===== src/rtl/core/frs_ram.sv =====
module frs_ram #(
   parameter int WIDTH = 8,
   parameter int DEPTH = 256
) (
   input  logic                     clock,
   input  logic                     wr_en,
   input  logic [$clog2(DEPTH)-1:0] wr_addr,
   input  logic [WIDTH-1:0]         wr_data,
   input  logic [$clog2(DEPTH)-1:0] rd_addr,
   output logic [WIDTH-1:0]         rd_data
);

   logic [WIDTH-1:0] mem_ff [DEPTH];

   // one write port, one registered read port
   always_ff @(posedge clock) begin
      if (wr_en) begin
         mem_ff[wr_addr] <= wr_data;
      end
      rd_data <= mem_ff[rd_addr];
   end

endmodule


===== config.mk =====
export PLATFORM = sky130hd
export DESIGN_NAME = frs_ram
export DESIGN_NICKNAME = d
export VERILOG_FILES = /design/src/rtl/core/frs_ram.sv
export SDC_FILE = /design/constraint.sdc
export NUM_CORES = 2
export LEC_CHECK = 0
export BUFFER_PORTS_ARGS = -buffer_cell sky130_fd_sc_hd__buf_2
export CELL_PAD_IN_SITES_DETAIL_PLACEMENT = 0
export CELL_PAD_IN_SITES_GLOBAL_PLACEMENT = 1
export CORE_MARGIN = 2
export CORE_UTILIZATION = 50
export CTS_CLUSTER_DIAMETER = 50
export DETAILED_ROUTE_END_ITERATION = 10
export MAX_ROUTING_LAYER = met4
export PLACE_DENSITY_LB_ADDON = 0.25
export SLEW_MARGIN = 20
export SYNTH_ARGS = -nofsm -noshare
export SYNTH_HDL_FRONTEND = slang
export SYNTH_SLANG_ARGS = --single-unit

===== constraint.sdc =====
create_clock -name clock -period 6.1 [get_ports clock]
set_input_delay 1.22 -clock clock [delete_from_list [all_inputs] [get_ports clock]]
set_output_delay 1.22 -clock clock [all_outputs]
set_load 0.02 [all_outputs]

==> metrics.yaml <==
run_status:
  status: "completed"
clock_network:
  post_cts_buffers: 0
  cts.clk_slew.worst_paths_ps: 60
  numCtsBuffers: 207
  cts_tree: "yes"
  clk_latency_ps: 830
  clock-sinks: 2056
  htree_levels: 4
  cts-resized-gates: 0
  cts_max_path_buffers: 3
  ctsHoldBuffers: 0
  root_buffer: "clkbuf_16"
floorplan:
  io_pins: 34
  die_w_um: 403
  core_sq_um: 158000
  std_cell_rows: 146
  die_area_sq_um: 162000
  start_util_pct: 50.3
  die_h_um: 403
timing:
  fmax_mhz: 242
  tightest_slew_ps: 1290
  min_period_ps: 4120
  hold_viol_final: 0
  finalSetupViolCount: 0
  finalWorstSetupSlack_ps: 1980
  finalSetupTns_ps: 0
  fin_crit_sh_pct: 67.6
  rsz0062_at_grt: "false"
  slew_headroom_pct: 13.2
  fin_skew_ps: 62.6
  drv_slew: 0
worst_setup_path:
  r2r-end: "rd_data[7]"
  reg2reg_depth: 6
  end_kind: "flip-flop"
  crit_type: "in -> reg"
  path_max_fanout: 43
  cp.arrival_ps: 4760
  worstReg2RegStart: "mem_ff[72][7]"
  startpoint_type: "primary input"
  r2r_slack_ps: 3150
  crit_required_ps: 6740
worst_hold_path:
  hold_end: "mem_ff[56][6]"
  hp-start: "wr_data[6]"
  hold_path.class: "in -> reg"
  hold_path_depth: 1
routing:
  drt-vias-per-instance: 6.36
  wl_per_cell_um: 32.6
  routed_wl_um: 199000
  drt_iter0_markers: 4723
  vias: 38819
  ant_nets: 0
  drc: 0
  dr.pass1.iters: 5
global_routing:
  met3_usage_pct: 4.16
  grt_pass1_vias: 38643
  grt_util_all_layers_pct: 25.4
  grt_pass1_wl_um: 286000
  top_usage_layer: "met2"
  grt_max_degree: 217
  grt-ovfl-total: 0
  grtUsageMet2_pct: 38.0
  antenna_found_initial: 8
  grt_use_met1_pct: 37.3
cells_and_area:
  multi_input_area_sq_um: 16500
  final_common_cell: "edfxtp_1"
  seq_area_sq_um: 61700
  nets: 3887
  drive_gt1_share_pct: 22.7
  fillCellCount: 11804
  final_cell_mix: "edfxtp_1 (2048), mux4_2 (454), nor2_1 (279), clkbuf_16 (208), mux2i_1 (134)"
  syn_to_final_growth_pct: 11.6
yosys:
  synth_ff_type: "edfxtp_1"
  synth_top_area_cell: "edfxtp_1"
  syn_area_sq_um: 79600
  ys_types: 55
  synthCells: 3733
  synth_area_leaders: "edfxtp_1 (77%), mux4_2 (13%), mux2i_1 (1.7%)"
  seq_area_frac_synth_pct: 77.5
  synth_edf_count: 2048
  yosysTopAreaCellShare_pct: 77.3
  synth_nets: 3759
  async_reset_ff_share_pct: 0
  ys_ff_latch: 2056
  synth_area_per_cell_sq_um: 21.3
  yosys_warnings: 0
pwr:
  ir_drop_mv: 0.286
  switchingPower_uw: 6270
  power.density_nw_per_um2: 330
  p_sw_share_pct: 21.4
  power.share.clock_pct: 41.8
  p_leak_uw: 0.0273
  p_int_uw: 23000
  p_comb_share_pct: 4.9
  pwr-share-seq_pct: 53.4
place:
  gp_congestion: 0.837
  dp_hpwl_um: 121000
  pre_cts_ws_ps: 1140
  portBuffers: 33
job:
  cap_violations: 0
-- sequential cells by signal, indices dropped and copies added, names as in the netlist --
signal / cells
mem_ff: 2048
rd_data: 8
-- Yosys cell counts (all sizes together) (22+ instances only) --
| cell type | n |
|---|---|
| nor3 | 22 |
| nand3 | 34 |
| nor2 | 282 |
| mux4 | 456 |
| o221ai | 47 |
| buf | 122 |
| a22oi | 133 |
| edfxtp | 2048 |
| nor2b | 31 |
| nand2 | 33 |
| mux2i | 134 |
| nor4 | 27 |
| o22ai | 28 |
| a21oi | 96 |
| clkbuf | 111 |
-- cells by family after synthesis --
group	Yosys count	share of synthesized area, %
buffers and inverters	235	1.83
and+or+nand+nor	466	2.63
DFF	2056	77.5
AOI/OAI and AO/OA	385	3.42
muxes	591	14.6
-- power by group through the flow --
stage	Sequential (uW)	Combinational [uW]	Clock, uW
after floorplan	15900	757	0
after global placement	15900	1420	0
after detailed placement	15900	1430	0
after CTS	15600	1430	12400
after global routing	15600	1500	12900
final	15600	1430	12200
-- area by class of cell --
| cell class | instances | area share, % |
|---|---|---|
| clock buffer | 275 | 6.22 |
| multi-input combinational | 1442 | 18.6 |
| clock inverter | 97 | 1.13 |
| timing repair buffer | 152 | 1.62 |
| tap | 2072 | 2.92 |
| sequential | 2056 | 69.5 |
| inverter | 2 | 0.00846 |
| antenna | 5 | 0.0141 |
-- critical path, cell delays in order --
cell,delay [ps]
buf_8,460
buf_12,320
buf_4,200
mux4_2,540
nor2b_1,150
a211oi_1,460
nor2_1,110
nor4_1,990
nor4_1,140
-- worst max-delay path by stage --
stage                  to  startpoint
6_report       rd_data[7]  rd_addr[0]
5_1_grt        rd_data[2]  rd_addr[0]
4_1_cts        rd_data[2]  rd_addr[0]
3_5_place_dp   rd_data[2]  rd_addr[0]
3_3_place_gp   rd_data[3]  rd_addr[0]
2_1_floorplan  rd_data[2]  rd_addr[0]
-- routing by layer --
metal	wire, um	vias up
met4	4730	0
met1	84700	20824
met3	15900	310
met5	0	-
li1	-	15989
met2	93500	1696
-- through the flow --
stage / util, % / power, uW / hold slack, ps / instance area [sq um] / instances
2_1_floorplan: - / 16700 / 770 / 79600 / 3733
3_5_place_dp: 52.0 / 17300 / 1040 / 82200 / 5723
3_3_place_gp: 51.9 / 17300 / 1040 / 82200 / 5723
6_report: 56.1 / 29300 / 775 / 88800 / 6101
4_1_cts: 56.1 / 29400 / 724 / 88700 / 6095
5_1_grt: 56.1 / 30000 / 737 / 88700 / 6098
Note: power is estimated with default switching activity, not from simulation.
